--- config.mk ---
export PLATFORM = sky130hd
export DESIGN_NAME = encoder_speed_estimator_flat
export DESIGN_NICKNAME = d
export VERILOG_FILES = /design/src/sv/ese_pkg.sv /design/src/sv/ese_in_if.sv /design/src/sv/ese_out_if.sv /design/src/sv/ese_ctrl.sv /design/src/sv/ese_datapath.sv /design/src/sv/encoder_speed_estimator.sv /design/src/flat_wrapper.sv
export SDC_FILE = /design/constraint.sdc
export NUM_CORES = 2
export LEC_CHECK = 0
export ABC_CLOCK_PERIOD_IN_PS = 25700
export BUFFER_PORTS_ARGS = -buffer_cell sky130_fd_sc_hd__buf_2
export CORE_UTILIZATION = 50
export DETAILED_ROUTE_END_ITERATION = 10
export PLACE_DENSITY = 0.69
export RECOVER_POWER = 50
export REMOVE_ABC_BUFFERS = 1
export SYNTH_ARGS = -nofsm -noshare
export SYNTH_HDL_FRONTEND = slang
export SYNTH_SLANG_ARGS = --single-unit
--- constraint.sdc ---
create_clock -name i_clk -period 25.7 [get_ports i_clk]
set_clock_uncertainty 0.1 [all_clocks]
set_input_delay 2.57 -clock i_clk [delete_from_list [all_inputs] [get_ports i_clk]]
set_output_delay 2.57 -clock i_clk [all_outputs]
set_load 0.03 [all_outputs]
--- src/sv/ese_pkg.sv ---
// shared types and constants of the encoder speed estimator
`default_nettype none

package ese_pkg;

    // filter weights, new and old, over 2^WEIGHT_BITS
    localparam int WEIGHT_BITS = 16;
    localparam logic [WEIGHT_BITS-1:0] WEIGHT_NEW = 16'd6554;
    localparam logic [WEIGHT_BITS-1:0] WEIGHT_OLD = 16'd58982;

    // product magnitude clamp is 2^CLAMP_BITS
    localparam int CLAMP_BITS = 40;

    // reset value of counts_per_rev
    localparam logic [15:0] CPR_RESET = 16'd4096;

    // configuration register indexes
    localparam int CFG_IDX_W = 3;
    localparam logic [CFG_IDX_W-1:0] CFG_COUNTS_PER_REV    = 3'd0;
    localparam logic [CFG_IDX_W-1:0] CFG_HIGH_SPEED_FACTOR = 3'd1;
    localparam logic [CFG_IDX_W-1:0] CFG_LOW_SPEED_CONST   = 3'd2;
    localparam logic [CFG_IDX_W-1:0] CFG_HIGH_THRESHOLD    = 3'd3;
    localparam logic [CFG_IDX_W-1:0] CFG_LOW_THRESHOLD     = 3'd4;

    // operand select of the shared weight multiplier
    typedef enum logic [1:0] {
        MUL_RAW,
        MUL_SF,
        MUL_PROD,
        MUL_SPEED
    } t_mul_sel;

    typedef struct packed {
        logic     accept;
        logic     div_step;
        logic     mul_en;
        t_mul_sel mul_sel;
        logic     fac_upd;
        logic     prod_en;
        logic     fin;
    } t_dp_cmd;

    typedef struct packed {
        logic use_low;
        logic pulse_zero;
    } t_dp_status;

endpackage

`default_nettype wire

--- src/sv/ese_in_if.sv ---
// input channel of the encoder speed estimator
`default_nettype none

interface ese_in_if #(
    parameter int COUNTER_BITS = 16
) ();
    logic                    valid;
    logic                    ready;
    logic [COUNTER_BITS-1:0] encoder_count;
    logic [31:0]             pulse_count;
    logic signed [31:0]      target_speed;

    modport source (
        output valid, encoder_count, pulse_count, target_speed,
        input  ready
    );
    modport sink (
        input  valid, encoder_count, pulse_count, target_speed,
        output ready
    );
endinterface

`default_nettype wire

--- src/sv/ese_out_if.sv ---
// result channel of the encoder speed estimator
`default_nettype none

interface ese_out_if ();
    logic               valid;
    logic               ready;
    logic signed [31:0] speed;
    logic               low_speed_mode;

    modport source (
        output valid, speed, low_speed_mode,
        input  ready
    );
    modport sink (
        input  valid, speed, low_speed_mode,
        output ready
    );
endinterface

`default_nettype wire

--- src/sv/ese_ctrl.sv ---
// sequencing controller of the encoder speed estimator
`default_nettype none

module ese_ctrl
    import ese_pkg::*;
#(
    parameter int FRACTION_BITS = 16
) (
    input  wire logic       i_clk,
    input  wire logic       i_rst_n,
    input  wire logic       i_in_valid,
    output logic            o_in_ready,
    output logic            o_out_valid,
    input  wire logic       i_out_ready,
    output t_dp_cmd         o_cmd,
    input  wire t_dp_status i_status
);

    localparam int DIV_STEPS = 32 + FRACTION_BITS;
    localparam int CNT_W     = $clog2(DIV_STEPS);

    typedef enum logic [3:0] {
        S_IDLE,
        S_DIV,
        S_MUL_RAW,
        S_MUL_SF,
        S_FAC,
        S_PROD,
        S_MUL_PROD,
        S_MUL_SPEED,
        S_FIN
    } t_state;

    t_state             r_state, n_state;
    logic [CNT_W-1:0]   r_cnt, n_cnt;
    logic               r_out_valid, n_out_valid;

    always_comb begin
        o_cmd         = '0;
        o_cmd.mul_sel = MUL_RAW;
        n_state       = r_state;
        n_cnt         = r_cnt;
        n_out_valid   = r_out_valid & ~i_out_ready;
        unique case (r_state)
            S_IDLE: begin
                if (i_in_valid) begin
                    o_cmd.accept = 1'b1;
                    n_cnt        = CNT_W'(DIV_STEPS - 1);
                    n_state      = i_status.use_low ? S_DIV : S_PROD;
                end
            end
            S_DIV: begin
                if (i_status.pulse_zero) begin
                    n_state = S_MUL_RAW;
                end else begin
                    o_cmd.div_step = 1'b1;
                    if (r_cnt == '0) begin
                        n_state = S_MUL_RAW;
                    end else begin
                        n_cnt = r_cnt - 1'b1;
                    end
                end
            end
            S_MUL_RAW: begin
                o_cmd.mul_en  = 1'b1;
                o_cmd.mul_sel = MUL_RAW;
                n_state       = S_MUL_SF;
            end
            S_MUL_SF: begin
                o_cmd.mul_en  = 1'b1;
                o_cmd.mul_sel = MUL_SF;
                n_state       = S_FAC;
            end
            S_FAC: begin
                o_cmd.fac_upd = 1'b1;
                n_state       = S_PROD;
            end
            S_PROD: begin
                o_cmd.prod_en = 1'b1;
                n_state       = S_MUL_PROD;
            end
            S_MUL_PROD: begin
                o_cmd.mul_en  = 1'b1;
                o_cmd.mul_sel = MUL_PROD;
                n_state       = S_MUL_SPEED;
            end
            S_MUL_SPEED: begin
                o_cmd.mul_en  = 1'b1;
                o_cmd.mul_sel = MUL_SPEED;
                n_state       = S_FIN;
            end
            S_FIN: begin
                // result register must be free before the state updates
                if (!r_out_valid || i_out_ready) begin
                    o_cmd.fin   = 1'b1;
                    n_out_valid = 1'b1;
                    n_state     = S_IDLE;
                end
            end
            default: begin
                n_state = S_IDLE;
            end
        endcase
    end

    always_ff @(posedge i_clk) begin
        if (!i_rst_n) begin
            r_state     <= S_IDLE;
            r_cnt       <= '0;
            r_out_valid <= 1'b0;
        end else begin
            r_state     <= n_state;
            r_cnt       <= n_cnt;
            r_out_valid <= n_out_valid;
        end
    end

    assign o_in_ready  = (r_state == S_IDLE);
    assign o_out_valid = r_out_valid;

endmodule

`default_nettype wire

--- src/sv/ese_datapath.sv ---
// datapath of the encoder speed estimator: registers, divider, multipliers
`default_nettype none

module ese_datapath
    import ese_pkg::*;
#(
    parameter int COUNTER_BITS  = 16,
    parameter int FRACTION_BITS = 16
) (
    input  wire logic                          i_clk,
    input  wire logic                          i_rst_n,
    input  wire t_dp_cmd                       i_cmd,
    output t_dp_status                         o_status,
    input  wire logic [COUNTER_BITS-1:0]       i_encoder_count,
    input  wire logic [31:0]                   i_pulse_count,
    input  wire logic signed [31:0]            i_target_speed,
    input  wire logic                          i_cfg_we,
    input  wire logic [CFG_IDX_W-1:0]          i_cfg_idx,
    input  wire logic [32+FRACTION_BITS-1:0]   i_cfg_data,
    output logic signed [31:0]                 o_speed,
    output logic                               o_low_speed_mode
);

    localparam int LSC_W   = 32 + FRACTION_BITS;
    localparam int DIFF_W  = COUNTER_BITS + 1;
    localparam int CMP_W   = (COUNTER_BITS + 2 > 16) ? COUNTER_BITS + 2 : 16;
    localparam int PROD_W  = DIFF_W + 32;
    localparam int CLAMP_W = CLAMP_BITS + 1;
    localparam int MOP_W   = CLAMP_W + 1;
    localparam int WOP_W   = WEIGHT_BITS + 1;
    localparam int MRES_W  = MOP_W + WOP_W;

    localparam logic [CLAMP_W-1:0] CLAMP_VAL = {1'b1, {CLAMP_BITS{1'b0}}};
    localparam logic signed [MRES_W-1:0] SPD_MAX = {{(MRES_W-31){1'b0}}, {31{1'b1}}};
    localparam logic signed [MRES_W-1:0] SPD_MIN = {{(MRES_W-31){1'b1}}, {31{1'b0}}};

    // configuration
    logic [15:0]       r_cpr;
    logic [31:0]       r_hsf;
    logic [LSC_W-1:0]  r_lsc;
    logic [30:0]       r_hth;
    logic [30:0]       r_lth;

    // estimator state
    logic [COUNTER_BITS-1:0]   r_prev;
    logic signed [DIFF_W-1:0]  r_held;
    logic [31:0]               r_sf;
    logic signed [31:0]        r_speed;
    logic                      r_mode_low;
    logic                      r_low_out;

    // per-sample working registers
    logic [31:0]               r_tmag;
    logic [31:0]               r_rem;
    logic [LSC_W-1:0]          r_quo;
    logic [31:0]               r_div;
    logic signed [MRES_W-1:0]  r_pa;
    logic signed [MRES_W-1:0]  r_pb;
    logic [PROD_W-1:0]         r_prod;

    logic signed [DIFF_W-1:0]  diff;
    logic signed [CMP_W-1:0]   diff_x;
    logic signed [CMP_W-1:0]   quarter_x;
    logic                      diff_ok;
    logic [31:0]               tmag;
    logic [32:0]               rem_sh;
    logic                      div_ge;
    logic [32:0]               rem_sub;
    logic [31:0]               raw;
    logic [CLAMP_W-1:0]        prod_c;
    logic signed [MOP_W-1:0]   mop;
    logic signed [WOP_W-1:0]   wop;
    logic signed [MRES_W-1:0]  mres;
    logic [MRES_W-1:0]         sum_f;
    logic [DIFF_W-1:0]         mag;
    logic [31:0]               factor;
    logic signed [MRES_W-1:0]  signed_a;
    logic signed [MRES_W-1:0]  acc;
    logic signed [MRES_W-1:0]  acc_sh;
    logic signed [31:0]        speed_sat;

    // count difference and quarter-turn window
    always_comb begin
        diff      = $signed({1'b0, i_encoder_count}) - $signed({1'b0, r_prev});
        diff_x    = {{(CMP_W-DIFF_W){diff[DIFF_W-1]}}, diff};
        quarter_x = {{(CMP_W-14){1'b0}}, r_cpr[15:2]};
        diff_ok   = (diff_x > -quarter_x) && (diff_x < quarter_x);
        tmag      = i_target_speed[31] ? (~i_target_speed + 32'd1) : i_target_speed;
    end

    // restoring divider, one quotient bit per step
    always_comb begin
        rem_sh  = {r_rem, r_quo[LSC_W-1]};
        div_ge  = (rem_sh >= {1'b0, r_div});
        rem_sub = rem_sh - {1'b0, r_div};
        raw     = ((r_div == '0) || (|r_quo[LSC_W-1:32])) ? '1 : r_quo[31:0];
    end

    // shared weight multiplier
    always_comb begin
        prod_c = (r_prod > PROD_W'(CLAMP_VAL)) ? CLAMP_VAL : r_prod[CLAMP_W-1:0];
        case (i_cmd.mul_sel)
            MUL_RAW:   mop = {{(MOP_W-32){1'b0}}, raw};
            MUL_SF:    mop = {{(MOP_W-32){1'b0}}, r_sf};
            MUL_PROD:  mop = {1'b0, prod_c};
            MUL_SPEED: mop = {{(MOP_W-32){r_speed[31]}}, r_speed};
            default:   mop = '0;
        endcase
        if (i_cmd.mul_sel == MUL_RAW || i_cmd.mul_sel == MUL_PROD) begin
            wop = {1'b0, WEIGHT_NEW};
        end else begin
            wop = {1'b0, WEIGHT_OLD};
        end
        mres = mop * wop;
    end

    // factor filter, count-times-factor product and speed filter
    always_comb begin
        sum_f    = r_pa + r_pb;
        mag      = r_held[DIFF_W-1] ? DIFF_W'(-r_held) : r_held;
        factor   = r_mode_low ? r_sf : r_hsf;
        signed_a = r_held[DIFF_W-1] ? -r_pa : r_pa;
        acc      = signed_a + r_pb;
        acc_sh   = acc >>> WEIGHT_BITS;
        if (acc_sh > SPD_MAX) begin
            speed_sat = SPD_MAX[31:0];
        end else if (acc_sh < SPD_MIN) begin
            speed_sat = SPD_MIN[31:0];
        end else begin
            speed_sat = acc_sh[31:0];
        end
    end

    always_ff @(posedge i_clk) begin
        if (!i_rst_n) begin
            r_cpr      <= CPR_RESET;
            r_hsf      <= '0;
            r_lsc      <= '0;
            r_hth      <= '0;
            r_lth      <= '0;
            r_prev     <= '0;
            r_held     <= '0;
            r_sf       <= '0;
            r_speed    <= '0;
            r_mode_low <= 1'b1;
            r_low_out  <= 1'b1;
        end else begin
            if (i_cfg_we) begin
                unique case (i_cfg_idx)
                    CFG_COUNTS_PER_REV:    r_cpr <= i_cfg_data[15:0];
                    CFG_HIGH_SPEED_FACTOR: r_hsf <= i_cfg_data[31:0];
                    CFG_LOW_SPEED_CONST:   r_lsc <= i_cfg_data[LSC_W-1:0];
                    CFG_HIGH_THRESHOLD:    r_hth <= i_cfg_data[30:0];
                    CFG_LOW_THRESHOLD:     r_lth <= i_cfg_data[30:0];
                    default: begin
                    end
                endcase
            end
            if (i_cmd.accept) begin
                r_prev <= i_encoder_count;
                if (diff_ok) begin
                    r_held <= diff;
                end
            end
            if (i_cmd.fac_upd) begin
                r_sf <= sum_f[WEIGHT_BITS +: 32];
            end
            if (i_cmd.fin) begin
                r_speed   <= speed_sat;
                r_low_out <= r_mode_low;
                if (r_mode_low) begin
                    if (r_tmag > {1'b0, r_hth}) begin
                        r_mode_low <= 1'b0;
                    end
                end else begin
                    if (r_tmag < {1'b0, r_lth}) begin
                        r_mode_low <= 1'b1;
                    end
                end
            end
        end
    end

    // working registers need no reset
    always_ff @(posedge i_clk) begin
        if (i_cmd.accept) begin
            r_tmag <= tmag;
            r_rem  <= '0;
            r_quo  <= r_lsc;
            r_div  <= i_pulse_count;
        end else if (i_cmd.div_step) begin
            r_rem <= div_ge ? rem_sub[31:0] : rem_sh[31:0];
            r_quo <= {r_quo[LSC_W-2:0], div_ge};
        end
        if (i_cmd.mul_en) begin
            if (i_cmd.mul_sel == MUL_RAW || i_cmd.mul_sel == MUL_PROD) begin
                r_pa <= mres;
            end else begin
                r_pb <= mres;
            end
        end
        if (i_cmd.prod_en) begin
            r_prod <= {32'd0, mag} * {{DIFF_W{1'b0}}, factor};
        end
    end

    assign o_status.use_low    = r_mode_low;
    assign o_status.pulse_zero = (r_div == '0);
    assign o_speed             = r_speed;
    assign o_low_speed_mode    = r_low_out;

endmodule

`default_nettype wire

--- src/sv/encoder_speed_estimator.sv ---
// sequence per input beat: in low-speed mode a bit-serial divide of 48 steps at default
// widths (32+FRACTION_BITS in general), skipped on a zero pulse count, then the factor
// filter, product and speed filter; high-speed mode skips the divide and factor filter.
// throughput: one item at a time, next beat taken on return to idle even while the result
// beat still waits.
// reset: synchronous active low; state cleared, low-speed mode, counts_per_rev 4096.
`default_nettype none

module encoder_speed_estimator
    import ese_pkg::*;
#(
    parameter int COUNTER_BITS  = 16,
    parameter int FRACTION_BITS = 16
) (
    input  wire logic                        i_clk,
    input  wire logic                        i_rst_n,
    ese_in_if.sink                           i_in,
    ese_out_if.source                        o_out,
    input  wire logic                        i_cfg_we,
    input  wire logic [CFG_IDX_W-1:0]        i_cfg_idx,
    input  wire logic [32+FRACTION_BITS-1:0] i_cfg_data
);

    // command and status between sequencer and datapath
    t_dp_cmd    cmd;
    t_dp_status status;

    logic in_ready;
    logic out_valid;

    // sequencer: idle, divide, factor filter, product, speed filter, result
    ese_ctrl #(
        .FRACTION_BITS (FRACTION_BITS)
    ) u_ctrl (
        .i_clk       (i_clk),
        .i_rst_n     (i_rst_n),
        .i_in_valid  (i_in.valid),
        .o_in_ready  (in_ready),
        .o_out_valid (out_valid),
        .i_out_ready (o_out.ready),
        .o_cmd       (cmd),
        .i_status    (status)
    );

    // datapath: config registers, estimator state, divider, multipliers
    // the speed state register doubles as the result payload register,
    // it only changes when the result beat has been taken
    ese_datapath #(
        .COUNTER_BITS  (COUNTER_BITS),
        .FRACTION_BITS (FRACTION_BITS)
    ) u_dp (
        .i_clk            (i_clk),
        .i_rst_n          (i_rst_n),
        .i_cmd            (cmd),
        .o_status         (status),
        .i_encoder_count  (i_in.encoder_count),
        .i_pulse_count    (i_in.pulse_count),
        .i_target_speed   (i_in.target_speed),
        .i_cfg_we         (i_cfg_we),
        .i_cfg_idx        (i_cfg_idx),
        .i_cfg_data       (i_cfg_data),
        .o_speed          (o_out.speed),
        .o_low_speed_mode (o_out.low_speed_mode)
    );

    // handshake outputs
    assign i_in.ready  = in_ready;
    assign o_out.valid = out_valid;

endmodule

`default_nettype wire

--- src/flat_wrapper.sv ---
// flat-port wrapper written by rule: the top's interface ports become plain ports
module encoder_speed_estimator_flat import ese_pkg::*;
#(
    parameter int COUNTER_BITS  = 16,
    parameter int FRACTION_BITS = 16
)
  (i_clk, i_rst_n, i_cfg_we, i_cfg_idx, i_cfg_data, i_in_valid, i_in_encoder_count, i_in_pulse_count, i_in_target_speed, i_in_ready, o_out_valid, o_out_speed, o_out_low_speed_mode, o_out_ready);
  ese_in_if #(.COUNTER_BITS(COUNTER_BITS)) i_in_i ();
  ese_out_if o_out_i ();
  input  wire logic i_clk;
  input  wire logic i_rst_n;
  input  wire logic i_cfg_we;
  input  wire logic [CFG_IDX_W-1:0] i_cfg_idx;
  input  wire logic [32+FRACTION_BITS-1:0] i_cfg_data;
  input wire logic [$bits(i_in_i.valid)-1:0] i_in_valid;
  input wire logic [$bits(i_in_i.encoder_count)-1:0] i_in_encoder_count;
  input wire logic [$bits(i_in_i.pulse_count)-1:0] i_in_pulse_count;
  input wire logic [$bits(i_in_i.target_speed)-1:0] i_in_target_speed;
  output wire logic [$bits(i_in_i.ready)-1:0] i_in_ready;
  output wire logic [$bits(o_out_i.valid)-1:0] o_out_valid;
  output wire logic [$bits(o_out_i.speed)-1:0] o_out_speed;
  output wire logic [$bits(o_out_i.low_speed_mode)-1:0] o_out_low_speed_mode;
  input wire logic [$bits(o_out_i.ready)-1:0] o_out_ready;
  assign i_in_i.valid = i_in_valid;
  assign i_in_i.encoder_count = i_in_encoder_count;
  assign i_in_i.pulse_count = i_in_pulse_count;
  assign i_in_i.target_speed = i_in_target_speed;
  assign i_in_ready = i_in_i.ready;
  assign o_out_valid = o_out_i.valid;
  assign o_out_speed = o_out_i.speed;
  assign o_out_low_speed_mode = o_out_i.low_speed_mode;
  assign o_out_i.ready = o_out_ready;
  encoder_speed_estimator #(.COUNTER_BITS(COUNTER_BITS), .FRACTION_BITS(FRACTION_BITS)) u_core (.i_clk(i_clk), .i_rst_n(i_rst_n), .i_in(i_in_i), .o_out(o_out_i), .i_cfg_we(i_cfg_we), .i_cfg_idx(i_cfg_idx), .i_cfg_data(i_cfg_data));
endmodule
Word-level counts from Yosys, hierarchy flattened --
Cells that the tools add are included.
Storage, ports and cells: bits in registers 579, input bits 136, output and inout port bits 35, logic and storage cells 125
Cells by class: $add $sub $neg 9, $mul 2, $lt $le $gt $ge 8, equal/unequal tests 20, mux-type cells 37, bitwise logic cells 4, reduce and logical (&&, ||, !) cells 23
Operators with widths (number):
- $pmux 42 s4 | 1
- $mux 32 | 5
- $mux 48 | 2
- $add 59x59->59 | 1
- $mul 42x17->59 | 1
- $mux 59 | 1
- $neg 59->59 | 1
- $gt 49x41->1 const B | 1
- $mul 17x32->49 | 1
- $add 48x48->48 | 1
- $gt 43x32->1 const B | 1
- $lt 43x32->1 const B | 1
- $mux 41 | 1
- $pmux 4 s9 | 1
- $ge 33x32->1 | 1
- $add 32x1->32 const B | 1
- $gt 32x31->1 | 1
- $logic_not 32->1 | 1
- $lt 32x31->1 | 1
- $not 32->32 | 1
- $sub 32x32->32 | 1
- $mux 31 | 1
- $gt 17x18->1 | 1
- $mux 6 | 3
- 37 further kinds | 72

Longest topological paths before layout --
depth in word-level cells 6, mapped depth 36, gate-level depth less buffers 33

Hierarchy --
A second synthesis with hierarchy kept.
Second synthesis, totals: cell total of the unflattened synthesis 7461, area total of the unflattened synthesis 68147.9 um2
Modules (own cells, without submodules):
- ese_datapath | times used 1, cells each 7384, area each 67492.2 um2, sequential area each 14063.5 um2
- ese_ctrl | times used 1, cells each 77, area each 655.6 um2, sequential area each 220.2 um2

Worst setup path before layout --
No wires, ideal clock.
path kind reg-to-reg, start point reg u_core.u_ctrl.r_state[0], end point reg u_core.u_dp.r_pa[58] (data pin), setup time 0.169 ns, data arrival time 9.304 ns, required time 25.431 ns, path slack 16.127 ns, cell stages (with the launch flop) 30, path buffers 3, period minus slack after synthesis 9.573 ns, path through dfxtp_1 > buf_1 > nand3_1 > clkbuf_1 > inv_1 > clkbuf_1 > nor3_1 > ha_1 > inv_1 > xnor2_1 > fa_1 > fa_1 > inv_1 > fa_1 > fa_1 > inv_1 > fa_1 > inv_1 > ha_1 > and2_1 > a21oi_1 > o211ai_1 > a311oi_1 > o41a_1 > o21ai_0 > a311oi_1 > o31a_1 > nand3_1 > a2111o_1 > o211ai_1
Between the ends: cells in the longest elaborated chain, start to end 6, elaborated cells between the ends (all ways) 13, classes of those cells 1 x mul; 7 x eq/ne; 3 x mux; 2 x reduce/logical
RTL lines:
- from (decl) | line ese_ctrl.sv:34 | t_state r_state, n_state;
- from (signal assigned) | line ese_ctrl.sv:112 | r_state <= n_state;
- $eq 4x3->1 or $eq 4x2->1 (tied branches) | line ese_ctrl.sv:44 | unique case (r_state)
- $pmux 3 s4 * | line ese_ctrl.sv:44
- parallel branches: the longest is 3 deep, another holds $pmux 42 s4
- $mul 42x17->59 * | line ese_datapath.sv:114 | mres = mop * wop;
- net u_core.u_dp.mres[58] | line ese_datapath.sv:73 | logic signed [MRES_W-1:0] mres;
- to (signal assigned) | line ese_datapath.sv:197 | r_pa <= mres;
- to (decl) | line ese_datapath.sv:57 | logic signed [MRES_W-1:0] r_pa;
Mark *: on every way through the listed nets, which the timed path passes. A chain may end at the register's enable or synchronous reset.

Worst setup path after layout --
start point reg u_core.u_ctrl.r_state[0], end point reg u_core.u_dp.r_pb[55] (data pin)
Between the ends: cells in the longest elaborated chain, start to end 6, elaborated cells between the ends (all ways) 13, classes of those cells 1 x mul; 7 x eq/ne; 3 x mux; 2 x reduce/logical
RTL lines:
- $eq 4x3->1 or $eq 4x2->1 (tied branches) | line ese_ctrl.sv:44
- $pmux 3 s4 * | line ese_ctrl.sv:44
- parallel branches: the longest is 3 deep, another holds $pmux 42 s4
- $mul 42x17->59 * | line ese_datapath.sv:114
- net u_core.u_dp.mres[55] | line ese_datapath.sv:73
- to (signal assigned) | line ese_datapath.sv:199 | r_pb <= mres;
- to (decl) | line ese_datapath.sv:58 | logic signed [MRES_W-1:0] r_pb;
Marked as above.

==> qor.log <==
[run_status] outcome complete, but fails checks
[run_status] failing checks capacitance limit, slew limit
[cts] Clock Root Buffer clkbuf_16
[cts] number of instances resized during post-cts repair 0
[critical_path] Setup CP Type reg -> reg
[sta] post-route setup TNS 0 ns
[floorplan] standard-cell rows 134
[cts] H-tree depth reported by CTS 3
[synthesis] Post-Syn Area 67,900 um2
[worst_hold_path] launch instance of the worst min-delay path u_core.u_dp.r_prev[7]$_SDFFE_PN0P_
[synthesis] flip-flop and latch count after synthesis 575
[finish] Multi-input gate area 47,900 um2
[global_route] overall routing resource usage 29.8%
[cts] buffers from clock root to sink, at most 3
[routing] post-route ant nets 0
[critical_path] highest fanout seen on the critical path 38
[synthesis] async set-or-reset flop fraction in the synthesized netlist 0%
[cts] post-CTS setup-driven buffer insertion count 0
[floorplan] die area 137,000 um2
[synthesis] number of warning messages in the yosys log 0
[global_route] largest net degree at the start of global routing 104
[critical_path] CP most frequent cell fa_1
[finish] filler cell count in the final layout 12,300
[routing] first-pass iteration count of the detailed router 8
[sta] FMAX 0.0767 GHz
[finish] count of nets after finishing 9,325
[floorplan] vertical die dimension 371 um
[synthesis] Avg Inst Size Synth 8.88 um2
[synthesis] cell type contributing the most total cell area after synthesis fa_1
[sta] Final Hold Viols 0
[synthesis] synthesized instance count 7,651
[cts] clock network latency to the later pin of the worst-skew pair 0.68 ns
[finish] layout cells sized above 1 5.64%
[critical_path] endpoint class of the critical path flop
[critical_path] critical-path cell with the highest stage delay clkbuf_1
[critical_path] worst setup path startpoint u_core.u_ctrl.r_state[0]$_SDFFE_PN0P_
[finish] FF/Latch Area 14,300 um2
[floorplan] width of the chip 371 um
[placement] detailed-placement wirelength estimate 165 mm
[synthesis] synth top area cells fa_1, edfxtp_1, ha_1
[cts] post-CTS clock slew at the launch and capture registers of the worst setup and hold paths 0.06 ns
[sta] worst-case headroom to the max-slew limit -159%
[floorplan] starting utilization of the core area 50.7%
[placement] last weighted congestion value of the routability-driven placer 1.01
[sta] max-slew violations 769
[synthesis] area share of the leading cell type in the synthesized netlist 26.6%
[critical_path] required time of the critical path 26.02 ns
[run] max capacitance violation total 14
[routing] DRC 0
[routing] post-DR wirelength/cell 21.5 um
[cts] CTS tree built
[finish] relative area change from synthesis to final layout 7.31%
[worst_hold_path] class of the most critical hold timing path reg -> reg
[synthesis] part of the Yosys area used for sequential elements 21.0%
[placement] number of buffer cells added on primary ports 170
[sta] final setup violation count 0
[routing] routed via count divided by cell count 5.65
[critical_path] startpoint type of the worst setup path flop
[global_route] grt ovf 0
[global_route] first-pass GRT wire length 315 mm
[synthesis] count of cell types in the netlist 87
[sta] RSZ-0062 raised after global routing no
[sta] fin crit share 50.7%
[floorplan] Boundary Pins 171
[cts] number of clock sinks 575
[routing] Iteration-0 DRC Markers 4,250
[critical_path] data arrival time of the worst path 13.35 ns
[floorplan] Core Region 134,000 um2
[global_route] antenna violations before repair 11
[critical_path] critical path's largest stage delay 1.26 ns
[sta] actual slew at the worst max-slew pin 3.89 ns
[synthesis] Post-synth top flop dfxtp_1
[routing] sum of routed wire length over all layers 204 mm
[sta] minimum clock period 13.03 ns
[routing] Vias 53,600
[synthesis] count of flip-flops with a built-in enable after synthesis 277
[cts] Num CTS Buffers 69
[cts] cts-stage hold buffer count 0
[global_route] vias in the first global route 54,700
[critical_path] Worst R2R Start u_core.u_ctrl.r_state[0]$_SDFFE_PN0P_
[finish] diode count 0
[cells by family (layout without fill, tap and decap cells)]
kind of cell             after synthesis  in the layout  synth area share [%]
AND/OR/NAND/NOR                     2207           2207                  14.3
buffers and inverters               1624           1667                  8.99
adder cells (fa/ha/maj)             1527           1527                  38.1
AO/OA/AOI/OAI                       1271           1271                  11.6
flip-flops                           575            575                  21.0
XOR/XNOR                             343            343                  4.43
multiplexers                         102            102                  1.57
other                                  2             27                0.0111
[worst max-delay path, delay by kind of cell, from the launching register on]
family | cells | cell delay, ns
adders and majority gates | 7 | 3.41
buffers and inverters | 8 | 3.53
AOI/OAI and AO/OA | 10 | 3.27
DFF | 1 | 0.66
and+or+nand+nor | 6 | 1.66
xor gates and xnor gates | 1 | 0.10
[per-layer routing]
| metal | vias to the layer above | routed length (um) | GRT usage (%) |
|---|---|---|---|
| met3 | 349 | 15100 | 4.92 |
| met2 | 1899 | 92600 | 47.8 |
| met4 | 14 | 7110 | 10.2 |
| li1 | 24800 | - | - |
| met5 | - | 96 | 0 |
| met1 | 26600 | 88500 | 40.9 |
[metrics by stage]
step | instances | area (um2) | setup slack [ns] | utilization, % | hold WS, ns
3_3_place_gp | 9359 | 70600 | 14.96 | 52.7 | 0.341
4_1_cts | 9487 | 73000 | 14.83 | 54.4 | 0.355
3_5_place_dp | 9359 | 70600 | 14.87 | 52.7 | 0.347
2_1_floorplan | 7350 | 66800 | 14.51 | - | 0.334
5_1_grt | 9487 | 72900 | 12.03 | 54.4 | 0.372
6_report | 9487 | 72900 | 12.67 | 54.4 | 0.352
[synthesized netlist by cell type (46+ instances only)]
| cell type | count |
|---|---|
| a21o_1 | 148 |
| a21oi_1 | 471 |
| a31oi_1 | 47 |
| and2_1 | 46 |
| clkbuf_1 | 294 |
| dfxtp_1 | 298 |
| edfxtp_1 | 277 |
| fa_1 | 904 |
| ha_1 | 623 |
| inv_1 | 1298 |
| mux2i_1 | 65 |
| nand2_1 | 1231 |
| nand2b_1 | 87 |
| nand3_1 | 108 |
| nand4_1 | 68 |
| nor2_1 | 374 |
| nor3_1 | 56 |
| nor4_1 | 50 |
| o21ai_0 | 238 |
| xnor2_1 | 241 |
| xor2_1 | 101 |
[area by class of cell]
class / instances / share of cell area (%)
clock buffer: 87 / 2.56
multi-input combinational: 5477 / 65.6
tap: 1768 / 3.03
sequential: 575 / 19.6
inverter: 1298 / 6.69
clock inverter: 41 / 0.705
timing repair buffer: 241 / 1.77
[final timing paths]
| check | to | slack (ns) | cells after the start |
|---|---|---|---|
| min reg2reg | u_core.u_dp.r_prev[7]$_SDFFE_PN0P_ | 0.35 | 2 |
| min | u_core.u_dp.r_prev[7]$_SDFFE_PN0P_ | 0.35 | 2 |
| max | u_core.u_dp.r_pb[55]$_DFFE_PP_ | 12.67 | 32 |
| max reg2reg | u_core.u_dp.r_pb[55]$_DFFE_PP_ | 12.67 | 32 |
[cells in the final DEF (no fill, tap or decap), types with 30 or more instances in the layout]
cell type  count
a21o_1       148
a21oi_1      471
a22oi_1       30
a31oi_1       47
and2_1        46
and3_1        30
buf_2        139
buf_4         57
clkbuf_1      58
clkbuf_16     71
dfxtp_1      296
edfxtp_1     277
fa_1         904
ha_1         623
inv_1       1295
mux2_2        37
mux2i_1       65
nand2_1     1231
nand2b_1      87
nand3_1      108
nand4_1       68
nor2_1       370
nor2b_1       44
nor3_1        54
nor4_1        47
o21a_1        33
o21ai_0      242
o21bai_1      45
o22ai_1       32
o31ai_1       30
or2_2         32
or3_1         37
xnor2_1      232
xor2_1        96
[registers in the layout, indices dropped and copies added (netlist names), 32 cells and up]
name and count:
u_core.u_dp.r_tmag 32, u_core.u_dp.r_pb 58, u_core.u_dp.r_hsf 32, u_core.u_dp.o_speed 32
u_core.u_dp.r_pa 58, u_core.u_dp.r_sf 32, u_core.u_dp.r_rem 32, u_core.u_dp.r_prod 49
u_core.u_dp.r_quo 48, u_core.u_dp.r_div 32, u_core.u_dp.r_lsc 48
Power is left out: the tool's default activity adds up to more than one toggle a clock period on the data nets, which glitch-free logic cannot reach.
